<file path="config.mk">
export PLATFORM = sky130hd
export DESIGN_NAME = tpss_ctrl
export DESIGN_NICKNAME = d
export VERILOG_FILES = /design/src/rtl/core/tpss_pkg.sv /design/src/rtl/core/tpss_ctrl.sv
export SDC_FILE = /design/constraint.sdc
export NUM_CORES = 1
export LEC_CHECK = 0
export BUFFER_PORTS_ARGS = -buffer_cell sky130_fd_sc_hd__buf_2
export CORE_MARGIN = 2
export CORE_UTILIZATION = 45
export CTS_BUF_LIST = sky130_fd_sc_hd__clkbuf_8
export CTS_CLUSTER_SIZE = 14
export DETAILED_ROUTE_END_ITERATION = 12
export PLACE_DENSITY = 0.77
export SYNTH_ARGS = -nofsm -noshare
export SYNTH_HDL_FRONTEND = slang
export SYNTH_SLANG_ARGS = --single-unit
</file>
<file path="constraint.sdc">
create_clock -name clk_i -period 1.7 [get_ports clk_i]
set_clock_uncertainty 0.1 [all_clocks]
set_input_delay 0.255 -clock clk_i [delete_from_list [all_inputs] [get_ports clk_i]]
set_output_delay 0.255 -clock clk_i [all_outputs]
set_load 0.01 [all_outputs]
</file>
<file path="src/rtl/core/tpss_pkg.sv">
// Shared constants and types for the timed pattern step sequencer.
package tpss_pkg;

  localparam int unsigned ShowSlots = 4;
  localparam int unsigned Tracks    = 8;
  localparam int unsigned MaxSteps  = 64;
  localparam int unsigned SlotW     = $clog2(ShowSlots);
  localparam int unsigned TrackW    = $clog2(Tracks);
  localparam int unsigned PosW      = $clog2(MaxSteps);
  localparam int unsigned CountW    = PosW + 1;
  localparam int unsigned PatAddrW  = SlotW + TrackW + PosW;
  localparam int unsigned KindDepth = ShowSlots * Tracks;
  localparam logic [7:0]  FullLevel = 8'd100;

  // Input actions
  localparam logic [2:0] ActTick   = 3'd0;
  localparam logic [2:0] ActPlay   = 3'd1;
  localparam logic [2:0] ActStop   = 3'd2;
  localparam logic [2:0] ActPatt   = 3'd3;
  localparam logic [2:0] ActHeader = 3'd4;

  // Track kinds: valve, any other code is a light
  localparam logic [1:0] TrackValve = 2'd0;

  // Result kinds
  localparam logic [1:0] KindDrive    = 2'd0;
  localparam logic [1:0] KindNotFound = 2'd1;
  localparam logic [1:0] KindFinished = 2'd2;

  typedef struct packed {
    logic [2:0]  action;
    logic [1:0]  slot;
    logic [2:0]  track;
    logic [5:0]  step_index;
    logic [7:0]  step_value;
    logic [1:0]  track_kind;
    logic [7:0]  show_id;
    logic [15:0] step_period;
    logic [6:0]  step_count;
    logic        loop_flag;
  } in_item_t;

  typedef struct packed {
    logic [1:0] kind;
    logic [2:0] out_track;
    logic [7:0] level;
    logic       last;
  } out_item_t;

  // Controller -> datapath commands
  typedef struct packed {
    logic               latch;      // capture input item, do writes
    logic               search_clr; // reset slot search
    logic               search_step;// examine next slot
    logic               start_show; // running=1, slot=found, pos=0, countdown=period
    logic               cnt_dec;    // countdown--
    logic               advance;    // pos=next, countdown=period
    logic               wrap;       // pos=0 variant of advance
    logic               halt_regs;  // running=0 and clear
    logic               trk_clr;    // track counter to 0
    logic               trk_inc;    // track counter +1
    logic               rd_issue;   // issue memory read for current track
    logic               off_mode;   // target is zero (all off)
    logic               drive_chk;  // compare and maybe emit drive update
    logic               emit_misc;  // emit non-drive result
    logic [1:0]         misc_kind;
    logic               misc_last;
    logic               out_take;   // pending result handed to output
  } dp_cmd_t;

  // Datapath -> controller status
  typedef struct packed {
    logic [2:0] action;
    logic       running;
    logic       cnt_gt1;
    logic       at_end;
    logic       loop_on;
    logic       search_done;
    logic       found;
    logic       trk_last;
    logic       out_busy;
    logic       pend;
  } dp_stat_t;

endpackage

</file>
<file path="src/rtl/core/tpss_ctrl.sv">
// Controller state machine sequencing each item through the datapath.
module tpss_ctrl (
  input  logic               clk_i,
  input  logic               rst_ni,
  input  logic               in_valid_i,
  output logic               in_ready_o,
  input  tpss_pkg::dp_stat_t stat_i,
  output tpss_pkg::dp_cmd_t  cmd_o
);

  typedef enum logic [7:0] {
    StIdle   = 8'b00000001,
    StDecode = 8'b00000010,
    StSearch = 8'b00000100,
    StWalk   = 8'b00001000,
    StChk    = 8'b00010000,
    StMisc   = 8'b00100000,
    StFlush  = 8'b01000000,
    StDone   = 8'b10000000
  } state_e;

  state_e state_q, state_d;
  // off_q: walk drives zero; then_q: after off walk, start new show
  logic off_q, off_d, then_q, then_d, fin_q, fin_d;

  // Pending result moves to the output register when it is free and a
  // following result exists or the item is over (last is known then).
  logic can_take;
  assign can_take = stat_i.pend && !stat_i.out_busy;

  always_comb begin
    state_d = state_q;
    off_d   = off_q;
    then_d  = then_q;
    fin_d   = fin_q;
    cmd_o   = '0;
    cmd_o.off_mode = off_q;
    in_ready_o = 1'b0;
    case (state_q)
      StIdle: begin
        in_ready_o = 1'b1;
        if (in_valid_i) begin
          cmd_o.latch = 1'b1;
          state_d = StDecode;
        end
      end
      StDecode: begin
        cmd_o.search_clr = 1'b1;
        cmd_o.trk_clr    = 1'b1;
        off_d = 1'b0; then_d = 1'b0; fin_d = 1'b0;
        state_d = StFlush;
        case (stat_i.action)
          tpss_pkg::ActTick: begin
            if (stat_i.running) begin
              if (stat_i.cnt_gt1) begin
                cmd_o.cnt_dec = 1'b1;
              end else if (stat_i.at_end && !stat_i.loop_on) begin
                off_d = 1'b1; fin_d = 1'b1; state_d = StWalk;
              end else begin
                cmd_o.advance = 1'b1;
                cmd_o.wrap = stat_i.at_end;
                state_d = StWalk;
              end
            end
          end
          tpss_pkg::ActPlay: state_d = StSearch;
          tpss_pkg::ActStop: begin
            if (stat_i.running) begin
              off_d = 1'b1; state_d = StWalk;
            end
          end
          default: ;
        endcase
      end
      StSearch: begin
        if (stat_i.search_done) begin
          if (!stat_i.found) begin
            state_d = StMisc;
          end else if (stat_i.running) begin
            off_d = 1'b1; then_d = 1'b1; state_d = StWalk;
          end else begin
            cmd_o.start_show = 1'b1; state_d = StWalk;
          end
        end else begin
          cmd_o.search_step = 1'b1;
        end
      end
      StWalk: begin
        // read pattern byte and kind of the current track
        cmd_o.rd_issue = 1'b1;
        state_d = StChk;
      end
      StChk: begin
        // a staged result can only be displaced when the output register frees
        if (stat_i.pend && stat_i.out_busy) begin
          state_d = StChk;
        end else begin
          cmd_o.drive_chk = 1'b1;
          if (stat_i.trk_last) begin
            cmd_o.trk_clr = 1'b1;
            if (then_q) begin
              cmd_o.halt_regs = 1'b1;
              then_d = 1'b0; off_d = 1'b0;
              state_d = StSearch;
            end else if (off_q) begin
              cmd_o.halt_regs = 1'b1;
              state_d = fin_q ? StMisc : StFlush;
            end else begin
              state_d = StFlush;
            end
          end else begin
            cmd_o.trk_inc = 1'b1;
            state_d = StWalk;
          end
        end
      end
      StMisc: begin
        if (stat_i.pend) begin
          cmd_o.out_take = can_take;
        end else begin
          cmd_o.emit_misc = 1'b1;
          cmd_o.misc_kind = fin_q ? tpss_pkg::KindFinished : tpss_pkg::KindNotFound;
          cmd_o.misc_last = 1'b1;
          state_d = StDone;
        end
      end
      StFlush: begin
        // mark staged result as last
        cmd_o.misc_last = 1'b1;
        state_d = StDone;
      end
      StDone: begin
        if (!stat_i.pend) begin
          state_d = StIdle;
        end else begin
          cmd_o.out_take = can_take;
        end
      end
      default: state_d = StIdle;
    endcase
  end

  always_ff @(posedge clk_i or negedge rst_ni) begin
    if (!rst_ni) begin
      state_q <= StIdle;
      off_q   <= 1'b0;
      then_q  <= 1'b0;
      fin_q   <= 1'b0;
    end else begin
      state_q <= state_d;
      off_q   <= off_d;
      then_q  <= then_d;
      fin_q   <= fin_d;
    end
  end

endmodule

</file>
* Word-level counts from Yosys, hierarchy flattened
Index checks and enable logic that the tools add are counted.
** Cells by class
- Add/subtract/negate cells :: 0
- Multipliers :: 0
- Div/mod/pow operators :: 0
- $lt $le $gt $ge :: 0
- Equality and inequality tests :: 19
- Shifts and indexed selects :: 0
- Mux-type cells :: 63
- Bitwise logic cells :: 0
- Reduce and logical (&&, ||, !) cells :: 11
** Operator list (number)
- one-hot mux 8 bit (8 select lines) :: 1
- two-way mux 8 bit :: 7
- two-way mux 7 bit :: 5
- two-way mux 1 bit :: 32
- one-hot mux 7 bit (3 select lines) :: 1
- inequality test 2 bit, second input constant :: 9
- two-way mux 3 bit :: 5
- two-way mux 2 bit :: 5
- == test 8 x 1 -> 1 bit, second input constant :: 1
- == test 8 x 2 -> 1 bit, second input constant :: 1
- == test 8 x 3 -> 1 bit, second input constant :: 1
- == test 8 x 4 -> 1 bit, second input constant :: 1
- == test 8 x 5 -> 1 bit, second input constant :: 1
- == test 8 x 6 -> 1 bit, second input constant :: 1
- == test 8 x 7 -> 1 bit, second input constant :: 1
- == test 8 bit, second input constant :: 1
- AND reduction 7 bit :: 1
- two-way mux 6 bit :: 1
- one-hot mux 1 bit (2 select lines) :: 3
- one-hot mux 1 bit (3 select lines) :: 2
- AND reduction 6 bit :: 1
- two-way mux 4 bit :: 1
- AND reduction 4 bit :: 1
- == test 3 x 1 -> 1 bit, second input constant :: 1
- other kinds (6) :: 9
** Word-level totals
- Register bits after elaboration :: 11
- Latch bits :: 0
- RAM bits :: 0
- Bits in read-only memories :: 0
- Input port bits :: 15
- Output and inout port bits :: 19
- Logic and storage cells :: 97
- Memories kept :: 0

* Depth between registers and ports, before layout
Gate-level depths: netlist of run 1.
- Depth in word-level cells :: 7
- Depth in mapped cells :: 7
- Depth with buffers taken out :: 6

* Least setup slack after synthesis of run 1
Ideal clock, no wire load.
- Path kind :: reg-to-output
- Start :: reg state_q[1]
- End :: out cmd_o[2] (netlist bit)
- Arrival time :: 1.571 ns
- Setup slack :: -0.226 ns
- Stages on the path, launching flop included :: 5
- Cells stage by stage :: dfrtp_1 > nor3_2 > nand2_1 > nor4_1 > nor2b_1
** RTL lines
- from (decl) :: line tpss_ctrl.sv:22 : state_e state_q, state_d;
- from (signal assigned) :: line tpss_ctrl.sv:145 : state_q <= StIdle;
- from (signal assigned) :: line tpss_ctrl.sv:150 : state_q <= state_d;
- to (decl) :: line tpss_ctrl.sv:8 : output tpss_pkg::dp_cmd_t cmd_o

* Worst setup path in the final report of run 1
- Start :: reg state_q[3]
- End :: reg state_q[0]
** On the way
- Word-level cells in the longest chain between the ends :: 3
- Elaborated cells between the ends (all ways) :: 14
- Classes of those cells :: eq/ne: 12; mux: 1; reduce/logical: 1
** Ends and longest elaborated chain
- == test 8 x 3 -> 1 bit, or another cell as far along :: line tpss_ctrl.sv:39 : case (state_q)
- inequality test 2 bit (no source line)
- AND reduction 4 bit (no source line)
Parallel ways exist; a longest one is shown, timed or not.
A chain may end at the register's enable or synchronous reset.

==> impl_metrics.toml, run 1 <==
[sta]
post-route-min-period_ns = 2.103
whs_ns = 0.1936
hold_viol = 0
rsz0062_at_grt = "true"
relSlewSlack_pct = 68.48
drv_slew = 0
finalCritPeriodShare_pct = 123.7
worstMarginPinSlew_ns = 0.4692
finalSetupViolCount = 26
max_freq_ghz = 0.4756
worst_slack_ns = -0.4028

[synthesis]
netlist_instances = 103
netlist_area_um2 = 889.6
syn_nets = 118
ys_seq_area_share_pct = 31.08
synth.area.top_cells = "dfrtp_1 28%, nor2_1 4.6%, nand2_1 4.2%"
syn_avg_cell_area_um2 = 8.637
synth_area_leader_cell = "dfrtp_1"
synth_cell_types = 50
synth_edf_count = 0
synth.top_cell.area_share_pct = 28.13
ys_seq_elements = 11
async_flop_share_pct = 100.0
synth_common_cells = "11 x nor2_1, 10 x dfrtp_1, 10 x nand2_1"
yosysMostFrequentCell = "nor2_1"
synth_ff_type = "dfrtp_1"
ys.warnings.count = 0

[hold_path]
hp-class = "input port to register"
hold_start = "stat_i[3]"
hold_end = "state_q[3]$_DFFE_PN0P_"
hold_depth = 3

[floorplanning]
die-area_um2 = 2348
core_um2 = 1922
fp.dieH_um = 48.46
die_x_um = 48.46
num_io_pins = 34
rows = 16
initial_core_util_pct = 46.29

[layout]
area_growth_pct = 91.42
layout.cells.non_filler = 203
layout-drive-gt1-share_pct = 65.91
layout.nets = 192
fillers = 86
post-route-util_pct = 88.61
diodes = 0

[detailed_routing]
num_vias = 1171
drtAntennaViolNets = 0
drc = 0
wl_mm = 3.729
drt_first_iter_violations = 45
wire_per_inst_um = 18.37
vias_per_cell = 5.768
drtPass1Iterations = 4

[critical_path]
reg2regPathDepth = 5
cpPeakStageDelay_ns = 0.53
required_ns = 1.77
crit_arrival_ns = 2.17
critPathKind = "register to register"
end_kind = "register"
worstReg2RegEnd = "state_q[0]$_DFFE_PN1P_"
crit_chain = "buf_4 -> or4b_1 -> a311oi_1 -> o41ai_2 -> and3b_1"
crit_start = "state_q[3]$_DFFE_PN0P_"
start_kind = "register"
rrSetupSlack_ns = -0.40
slowest_stage = "or4b_1"
crit_fanout = 4
rr_startpoint = "state_q[3]$_DFFE_PN0P_"

[global_route]
grtUsageTotal_pct = 26.04
grt_max_degree = 12
grt-ovfl-total = 0
grt_pass1_wl_mm = 4.830
grt_pass1_vias = 1125
antenna_found_initial = 0

[run_status]
status = "complete, but fails checks"
violations = "setup timing"

[clock_tree]
root_buffer = "clkbuf_8"
cts_buffers = 3
clock_latency_ns = 0.24
clkTransAtPathRegs_ns = 0.06
clk_path_buf_depth = 2
clock_sinks = 11
h-tree-depth = 1
tritoncts = "done"

[job]
max_cap_violations = 0

[place]
place_inst = 179
portBuffers = 33
dp_hpwl_mm = 1.990
dp_slack_ns = -0.2207
place.gp.congestion = 0.8818

[power]
leakage_nw = 0.7840
powerDensity_nw_per_um2 = 1111
ir_drop_v = 0.001000
totalPowerFinal_w = 0.001892
cells by family (layout without fill, tap and decap cells):
logic type      Yosys count  in the layout  share of synthesized area (%)
compound gates           22             22                          18.99
flops                    11             11                          31.08
mux                       2              2                          2.391
xor+xnor                  2              2                          1.969
simple gates             58             58                          40.93
buf+inv                   8             81                          4.641
worst max-delay path, delay by kind of cell (launching register included):
family / cells / cell delay [ns]
simple gates: 2 / 0.73
buf+inv: 1 / 0.18
compound gates: 2 / 0.56
flops: 1 / 0.46
through the flow:
stage / setup TNS, ns / area, um^2
6_report: -7.248 / 1703
5_1_grt: -8.793 / 1703
4_1_cts: -6.424 / 1489
3_5_place_dp: -1.792 / 1282
3_3_place_gp: -1.265 / 1282
2_1_floorplan: -0.1845 / 967.2
repair_timing:
item | 4_1_cts | 5_1_grt
endpoints found under the hold margin | 10 | 0
setup buffers | 12 | 10
resized for setup | 13 | 38
endpoints found under the setup margin | 25 | 26
pin swaps | 18 | 11
hold buffers | 1 | 0
per-layer routing:
metal / vias to the layer above / track usage, % / wire length [um]
met5: - / 0 / 0
met4: 0 / 10.48 / 102
met3: 12 / 3.086 / 180
met2: 59 / 49.31 / 1948
met1: 572 / 29.50 / 1497
li1: 528 / - / -
area by class of cell:
| class | instances | area, um^2 | area share (%) |
|---|---|---|---|
| clock inverter | 1 | 3.754 | 0.2204 |
| tap | 27 | 33.78 | 1.984 |
| inverter | 6 | 27.53 | 1.616 |
| timing repair buffer | 71 | 563.0 | 33.06 |
| sequential | 11 | 282.8 | 16.61 |
| multi-input combinational | 84 | 750.7 | 44.09 |
| clock buffer | 3 | 41.29 | 2.425 |
report_power, final:
part           switching [W]  internal (W)  leakage (nW)
combinational       0.000518      0.000687         0.617
clock               0.000109      0.000159        0.0269
sequential         0.0000885      0.000330         0.140
total               0.000716       0.00118         0.784
sequential cells by signal, indices dropped and copies added (netlist names):
register  count
state_q       8
fin_q         1
off_q         1
then_q        1
worst max-delay path by stage:
stage / end / slack, ns / depth (start not counted)
after floorplan: off_q$_DFFE_PN0P_ / -0.08 / 5
after global placement: off_q$_DFFE_PN0P_ / -0.19 / 5
after detailed placement: off_q$_DFFE_PN0P_ / -0.22 / 5
after CTS: cmd_o[14] / -0.35 / 7
after global routing: state_q[0]$_DFFE_PN1P_ / -0.43 / 5
final: state_q[0]$_DFFE_PN1P_ / -0.40 / 5
cell usage in the layout, fill, tap and decap left out, types with 5 or more instances in the layout:
master / n
buf_6: 22
buf_2: 27
nor2_1: 7
nand2_1: 8
inv_1: 5
dfrtp_1: 5
buf_4: 20
dfrtp_2: 5
Note: power is estimated with default switching activity, not from simulation.
==> run 2: changes to the inputs <==
--- a/config.mk
+++ b/config.mk
@@ -6,7 +6,6 @@
 export NUM_CORES = 1
 export LEC_CHECK = 0
 export BUFFER_PORTS_ARGS = -buffer_cell sky130_fd_sc_hd__buf_2
-export CORE_MARGIN = 2
 export CORE_UTILIZATION = 45
 export CTS_BUF_LIST = sky130_fd_sc_hd__clkbuf_8
 export CTS_CLUSTER_SIZE = 14
==> run 2 against run 1 <==
Compared with the run above: the run now fails in 5_1_grt; synthesized cell count unchanged; synthesized area unchanged.
==> impl_metrics.toml, run 2 <==
[run_status]
status = "aborted with a tool error"
lastStage = "5_1_grt"
firstError = "[ERROR DPL-0038] Utilization greater than 100%, impossible to legalize"

[synthesis]
synth_common_cells = "11 x nor2_1, 10 x dfrtp_1, 10 x nand2_1"
synth_ff_type = "dfrtp_1"
synth_simple_gate_area_share_pct = 40.93
synth.area.top_cells = "dfrtp_1 28%, nor2_1 4.6%, nand2_1 4.2%"
synth_cell_types = 50
muxShareOfSynthArea_pct = 2.391
synth_edf_count = 0
synth_top_family_by_area = "simple AND/OR/NAND/NOR gates"
syn_nets = 118
synth_compound_area_share_pct = 18.99
async_flop_share_pct = 100.0
synth.top_cell.area_share_pct = 28.13
synth_area_leader_cell = "dfrtp_1"
ys_seq_area_share_pct = 31.08
yosysMostFrequentCell = "nor2_1"
syn_avg_cell_area_um2 = 8.637
netlist_instances = 103
synthAdderAreaFrac_pct = 0
ys.warnings.count = 0
ys_seq_elements = 11
netlist_area_um2 = 889.6
synth_xor_area_share_pct = 1.969

[place]
dp_hpwl_mm = 2.033
portBuffers = 33
place.gp.congestion = 0.8550

[floorplanning]
die_x_um = 46.46
initial_core_util_pct = 49.89
num_io_pins = 34
fp.dieH_um = 46.46
rows = 15

[clock_tree]
cts_buffers = 3
clk_path_buf_depth = 2
h-tree-depth = 1
root_buffer = "clkbuf_8"
clock_sinks = 11

[sta]
grt-worst-endpoint = "cmd_o[2]"
worstEpCategory = "output port"

[global_route]
grt_max_degree = 12
-- run 2: cell counts after synthesis --
No cell type changed its count.
-- run 2: kinds of logic after synthesis --
| logic type | Yosys count |
|---|---|
| AND/OR/NAND/NOR | 58 |
| multiplexers | 2 |
| buffers and inverters | 8 |
| AO/OA/AOI/OAI | 22 |
| XOR/XNOR | 2 |
| flip-flops | 11 |
-- run 2: timing repair --
| item | CTS |
|---|---|
| hold buffers | 1 |
| endpoints found under the hold margin | 10 |
| pin swaps | 24 |
| buffers inserted | 19 |
| endpoints found under the setup margin | 25 |
| gates resized for setup | 27 |
| gates cloned | 0 |
-- run 2: per-stage QoR --
step           hold WS, ns  setup WS, ns  instances  utilization, %  area, um^2
2_1_floorplan      -0.1406      -0.08210        103               -       967.2
3_5_place_dp       0.05070       -0.2299        173           70.11        1250
3_3_place_gp       0.03727       -0.1806        173           70.11        1250
4_1_cts             0.1733       -0.3205        197           87.44        1559
==> run 3: changes to the inputs <==
--- a/config.mk
+++ b/config.mk
@@ -6,11 +6,10 @@
 export NUM_CORES = 1
 export LEC_CHECK = 0
 export BUFFER_PORTS_ARGS = -buffer_cell sky130_fd_sc_hd__buf_2
-export CORE_UTILIZATION = 45
-export CTS_BUF_LIST = sky130_fd_sc_hd__clkbuf_8
-export CTS_CLUSTER_SIZE = 14
+export CORE_AREA = 2 2 63 65
 export DETAILED_ROUTE_END_ITERATION = 12
-export PLACE_DENSITY = 0.77
+export DIE_AREA = 0 0 65 67
+export PLACE_DENSITY_LB_ADDON = 0.15
 export SYNTH_ARGS = -nofsm -noshare
 export SYNTH_HDL_FRONTEND = slang
 export SYNTH_SLANG_ARGS = --single-unit
==> constraint.sdc (replaced) <==
create_clock -name clk_i -period 2.21 [get_ports clk_i]
set_clock_uncertainty 0.1 [all_clocks]
set_input_delay 0.3315 -clock clk_i [delete_from_list [all_inputs] [get_ports clk_i]]
set_output_delay 0.3315 -clock clk_i [all_outputs]
set_load 0.01 [all_outputs]
==> run 3 against run 2 <==
Compared with the run above: the flow now finishes without violations.
==> impl_metrics.toml, run 3 (same netlist as run 1, synthesis figures left out) <==
[critical_path]
crit_chain = "nor4_4 -> nand2_2 -> or2_4 -> nor2_1 -> buf_2"
rr_startpoint = "state_q[3]$_DFFE_PN0P_"
required_ns = 1.78
reg2regPathDepth = 6
cpPeakStageDelay_ns = 0.47
cp_top_family = "simple AND/OR/NAND/NOR gates"
start_kind = "register"
path_buf_inv = 1
critPathKind = "register to output port"
path_depth = 5
crit_arrival_ns = 1.69
rrSetupSlack_ns = 0.15
cp-endpoint = "cmd_o[10]"
end_kind = "output port"
slowest_stage = "dfrtp_2"
crit_start = "state_q[3]$_DFFE_PN0P_"
worstReg2RegEnd = "off_q$_DFFE_PN0P_"
crit_fanout = 6

[power]
switchingPower_w = 0.0003977
intPower_w = 0.0006034
power.share.sequential_pct = 34.7
clkPwrFrac_pct = 20.9
power_frac_comb_pct = 44.5
leakage_nw = 0.6168
totalPowerFinal_w = 0.001001
powerDensity_nw_per_um2 = 755.5
ir_drop_v = 0.0003131
power_switching_share_pct = 39.73

[global_route]
grtUsageTotal_pct = 13.15
grt-ovfl-total = 0
antenna_found_initial = 0
grt_pass1_vias = 890
grt_max_degree = 12
grt_pass1_wl_mm = 4.374

[layout]
layout-drive-gt1-share_pct = 50.33
diodes = 0
layout_commonest_cell = "buf_2"
largest_reg_flops = 8
max_flop_register = "state_q"
final_cell_mix = "33 x buf_2, 12 x buf_4, 11 x nor2_1, 10 x nand2_1, 6 x dfrtp_1"
final_cell_area_um2 = 1325
layout.nets = 167
layout.cells.non_filler = 199
area_growth_pct = 48.95
fillers = 384

[clock_tree]
cts_buffers = 3
h-tree-depth = 1
tritoncts = "done"
clkTransAtPathRegs_ns = 0.06
clock_sinks = 11
root_buffer = "clkbuf_8"
clk_path_buf_depth = 2
clock_latency_ns = 0.24

[floorplanning]
rows = 22
initial_core_util_pct = 24.67
die-area_um2 = 4355
fp.dieH_um = 67
die_x_um = 65
core_um2 = 3606
num_io_pins = 34

[run_status]
status = "complete, no violations"

[sta]
worstMarginPinSlew_ns = 0.5394
post-route-min-period_ns = 2.120
finalSetupViolCount = 0
finalCritPeriodShare_pct = 95.92
drv_slew = 0
relSlewSlack_pct = 63.57
hold_viol = 0
fin_tns_setup_ns = 0
max_freq_ghz = 0.4717
worst_slack_ns = 0.09008

[hold_path]
hp-class = "input port to register"

[detailed_routing]
drc = 0
drtPass1Iterations = 4
wl_mm = 2.735
drtAntennaViolNets = 0
wire_per_inst_um = 13.74
drt_first_iter_violations = 48
num_vias = 957
vias_per_cell = 4.809

[place]
dp_slack_ns = 0.1397
place_inst = 184
portBuffers = 33
placed_area_um2 = 1111
dp_hpwl_mm = 2.086
place.gp.congestion = 0.8060

[job]
max_cap_violations = 0
==> run 3: area by class of cell <==
class	instances	area, um^2	share of cell area, %
inverters	6	25.02	1.889
flip-flops and latches	11	281.5	21.25
clock inverters	1	5.005	0.3777
clock buffers	3	41.29	3.116
well taps	48	60.06	4.533
multi-input cells	84	646.9	48.82
repair buffers	46	265.3	20.02
==> run 3: through the flow <==
step | hold slack (ns) | util [%]
floorplan | -0.06409 | -
global placement | 0.1243 | 30.81
finish | 0.2392 | 36.75
global route | 0.2522 | 36.75
detailed placement | 0.1268 | 30.81
CTS | 0.2414 | 33.41
==> run 3: timing repair <==
item                                    CTS  global route
pin swaps                                 1            10
endpoints found under the setup margin    6             8
setup buffers                             0            10
gates resized for setup                   6            11
hold buffers                              1             0
hold endpoints to repair                 10             0
==> run 3: layer usage <==
metal  vias to the layer above  global-route usage, %  share of wire, %
met4                         0                  4.787              0.37
met3                         2                  2.196               5.2
met2                        24                  21.65                50
li1                        476                      -                 -
met5                         -                      0                 0
met1                       455                  17.23                44
==> run 3: power by group through the flow <==
stage	sequential [W]	combinational (W)	clock [W]
after CTS	0.000341	0.000389	0.000216
after floorplan	0.000307	0.000258	0
after global placement	0.000325	0.000359	0
after detailed placement	0.000324	0.000356	0
final	0.000347	0.000445	0.000209
after global routing	0.000357	0.000492	0.000220
==> run 3: worst min path at each step <==
stage / from / end / slack [ns] / cells past startpoint
4_1_cts: in_valid_i / state_q[1]$_DFFE_PN0P_ / 0.24 / 2
3_5_place_dp: rst_ni / off_q$_DFFE_PN0P_ / 0.13 / 1
5_1_grt: in_valid_i / state_q[1]$_DFFE_PN0P_ / 0.25 / 2
2_1_floorplan: rst_ni / fin_q$_DFFE_PN0N_ / -0.06 / 0
3_3_place_gp: rst_ni / off_q$_DFFE_PN0P_ / 0.12 / 1
6_report: in_valid_i / state_q[1]$_DFFE_PN0P_ / 0.24 / 2
==> run 4: changes to the inputs <==
--- a/config.mk
+++ b/config.mk
@@ -5,6 +5,7 @@
 export SDC_FILE = /design/constraint.sdc
 export NUM_CORES = 1
 export LEC_CHECK = 0
+export ABC_AREA = 1
 export BUFFER_PORTS_ARGS = -buffer_cell sky130_fd_sc_hd__buf_2
 export CORE_AREA = 2 2 63 65
 export DETAILED_ROUTE_END_ITERATION = 12
==> run 4 against run 3 <==
Compared with the run above: via count up 12%; total power increased by 3.2%; die area stayed put; combinational power up 14%; sequential power fell by 8.4%; setup slack better by 0.11 ns; routed wire length down 4.5%; synthesized cell count grew 56%; largest cell class unchanged; largest power group unchanged.
==> impl_metrics.toml, run 4 <==
[layout]
max_flop_register = "state_q"
register_area_um2 = 276.5
layout.cells.non_filler = 246
area_growth_pct = 27.53
multi_input_area_um2 = 591.8
layout_commonest_cell = "nand2_1"
largest_reg_flops = 8
layout-drive-gt1-share_pct = 32.83
layout.nets = 214
fillers = 418
final_cell_mix = "42 x nand2_1, 33 x buf_2, 25 x nor2_1, 24 x inv_1, 15 x nand3_1"
diodes = 0

[sta]
fin_tns_setup_ns = 0
max_freq_ghz = 0.4966
worst_slack_ns = 0.1964
finalSetupViolCount = 0
hold_viol = 0
relSlewSlack_pct = 81.61
rsz0062_at_grt = "false"
whs_ns = 0.1675
finalCritPeriodShare_pct = 91.11
post-route-min-period_ns = 2.014
worstMarginPinSlew_ns = 0.2758
drv_slew = 0

[global_route]
grt_max_degree = 12
antenna_found_initial = 0
grt_pass1_wl_mm = 4.485
grt_pass1_vias = 1024
grtUsageTotal_pct = 13.53
grt-ovfl-total = 0

[critical_path]
crit_arrival_ns = 1.58
cp_top_family = "simple AND/OR/NAND/NOR gates"
required_ns = 1.78
critPathKind = "register to output port"
crit_fanout = 4
end_kind = "output port"
cpPeakStageDelay_ns = 0.39
cp_common_cell = "nand2_1"
slowest_stage = "dfrtp_1"
path_buf_inv = 1
start_kind = "register"
crit_chain = "nor2_1 -> nand2_1 -> nor2_2 -> nand2_1 -> nor3_1 -> buf_2"

[floorplanning]
num_io_pins = 34
rows = 22
initial_core_util_pct = 27.48
core_um2 = 3606
fp.dieH_um = 67
die_x_um = 65
die-area_um2 = 4355

[synthesis]
synth_edf_count = 0
async_flop_share_pct = 100.0
yosysMostFrequentCell = "nand2_1"
syn_nets = 176
synth_common_cells = "42 x nand2_1, 25 x nor2_1, 24 x inv_1"
ys_seq_elements = 11
synth.area.top_cells = "dfrtp_1 25%, nand2_1 16%, nor2_1 9.5%"
ys_seq_area_share_pct = 27.90
synth_ff_type = "dfrtp_1"
synth_area_leader_cell = "dfrtp_1"
syn_avg_cell_area_um2 = 6.155
netlist_instances = 161
synth.top_cell.area_share_pct = 25.25
netlist_area_um2 = 991.0
ys.warnings.count = 0
synth_cell_types = 21

[detailed_routing]
drtPass1Iterations = 4
drt_first_iter_violations = 32
wl_mm = 2.612
drc = 0
wire_per_inst_um = 10.62
num_vias = 1070
vias_per_cell = 4.350
drtAntennaViolNets = 0

[power]
power_switching_share_pct = 45.11
powerDensity_nw_per_um2 = 817.7
power.share.sequential_pct = 30.7
totalPowerFinal_w = 0.001033
switchingPower_w = 0.0004661
intPower_w = 0.0005673
leakage_nw = 0.7455
clkPwrFrac_pct = 20.2
ir_drop_v = 0.0003066
power_frac_comb_pct = 49.1

[clock_tree]
root_buffer = "clkbuf_8"
clock_latency_ns = 0.24
cts_buffers = 3
h-tree-depth = 1
clkTransAtPathRegs_ns = 0.05
post_cts_buffers = 0
tritoncts = "done"
clock_sinks = 11
clk_path_buf_depth = 2

[place]
portBuffers = 33
place_inst = 241
place.gp.congestion = 0.7445
dp_slack_ns = 0.4666
dp_hpwl_mm = 2.255

[run_status]
status = "complete, no violations"

[hold_path]
hp-class = "input port to register"

[job]
max_cap_violations = 0
==> run 4: changes by cell type after synthesis, sizes merged, moves of 3 or more <==
cell / change
and2: -4
and3: -3
inv: +23
nand2: +37
nand2b: -3
nand3: +11
nor2: +30
nor2b: -3
nor3: -3
==> run 4: area by class of cell <==
cell class,count,share of cell area [%]
Multi-Input combinational cell,119,46.83
Sequential cell,11,21.88
Timing Repair Buffer,34,13.86
Inverter,30,9.109
Tap cell,48,4.752
Clock buffer,4,3.564
==> run 4: what timing repair did <==
action,4_1_cts,5_1_grt
resized for setup,0,0
hold endpoints to repair,10,0
hold buffers,1,0
==> run 4: cell families after synthesis <==
logic type	after synthesis	synth area share (%)
buffers and inverters	31	12.37
flip-flops	11	27.90
AND/OR/NAND/NOR	108	53.79
AO/OA/AOI/OAI	11	5.934
==> run 4: through the flow <==
step	instance area, um^2	util, %
2_1_floorplan	991.0	-
3_3_place_gp	1209	33.52
3_5_place_dp	1209	33.52
4_1_cts	1264	35.05
5_1_grt	1264	35.05
6_report	1264	35.05
==> run 4: path summary, 6_finish.rpt <==
path                                   startpoint                     end  slack, ns  cells past startpoint
min in group asynchronous                  rst_ni  state_q[1]$_DFFE_PN0P_       0.39                      2
max in group asynchronous                  rst_ni  state_q[0]$_DFFE_PN1P_       1.35                      2
hold reg to reg                 off_q$_DFFE_PN0P_       off_q$_DFFE_PN0P_       0.43                      2
setup reg to reg           state_q[0]$_DFFE_PN1P_  state_q[3]$_DFFE_PN0P_       0.64                      8
setup / recovery           state_q[5]$_DFFE_PN0P_               cmd_o[14]       0.20                      6
hold / removal                         in_valid_i  state_q[0]$_DFFE_PN1P_       0.17                      2
==> run 4: power groups by stage <==
stage	Combinational, W	Clock (W)	Sequential (W)
after floorplan	0.000389	0	0.000309
after global placement	0.000518	0	0.000320
after detailed placement	0.000512	0	0.000321
after CTS	0.000515	0.000211	0.000317
after global routing	0.000586	0.000228	0.000323
final	0.000507	0.000209	0.000318
==> run 4: per-layer routing <==
metal	vias to the layer above	share of wire [%]	GRT usage [%]
li1	567	-	-
met1	471	48	16.79
met2	28	45	23.32
met3	4	3.9	1.014
met4	0	2.3	7.181
met5	-	0	0
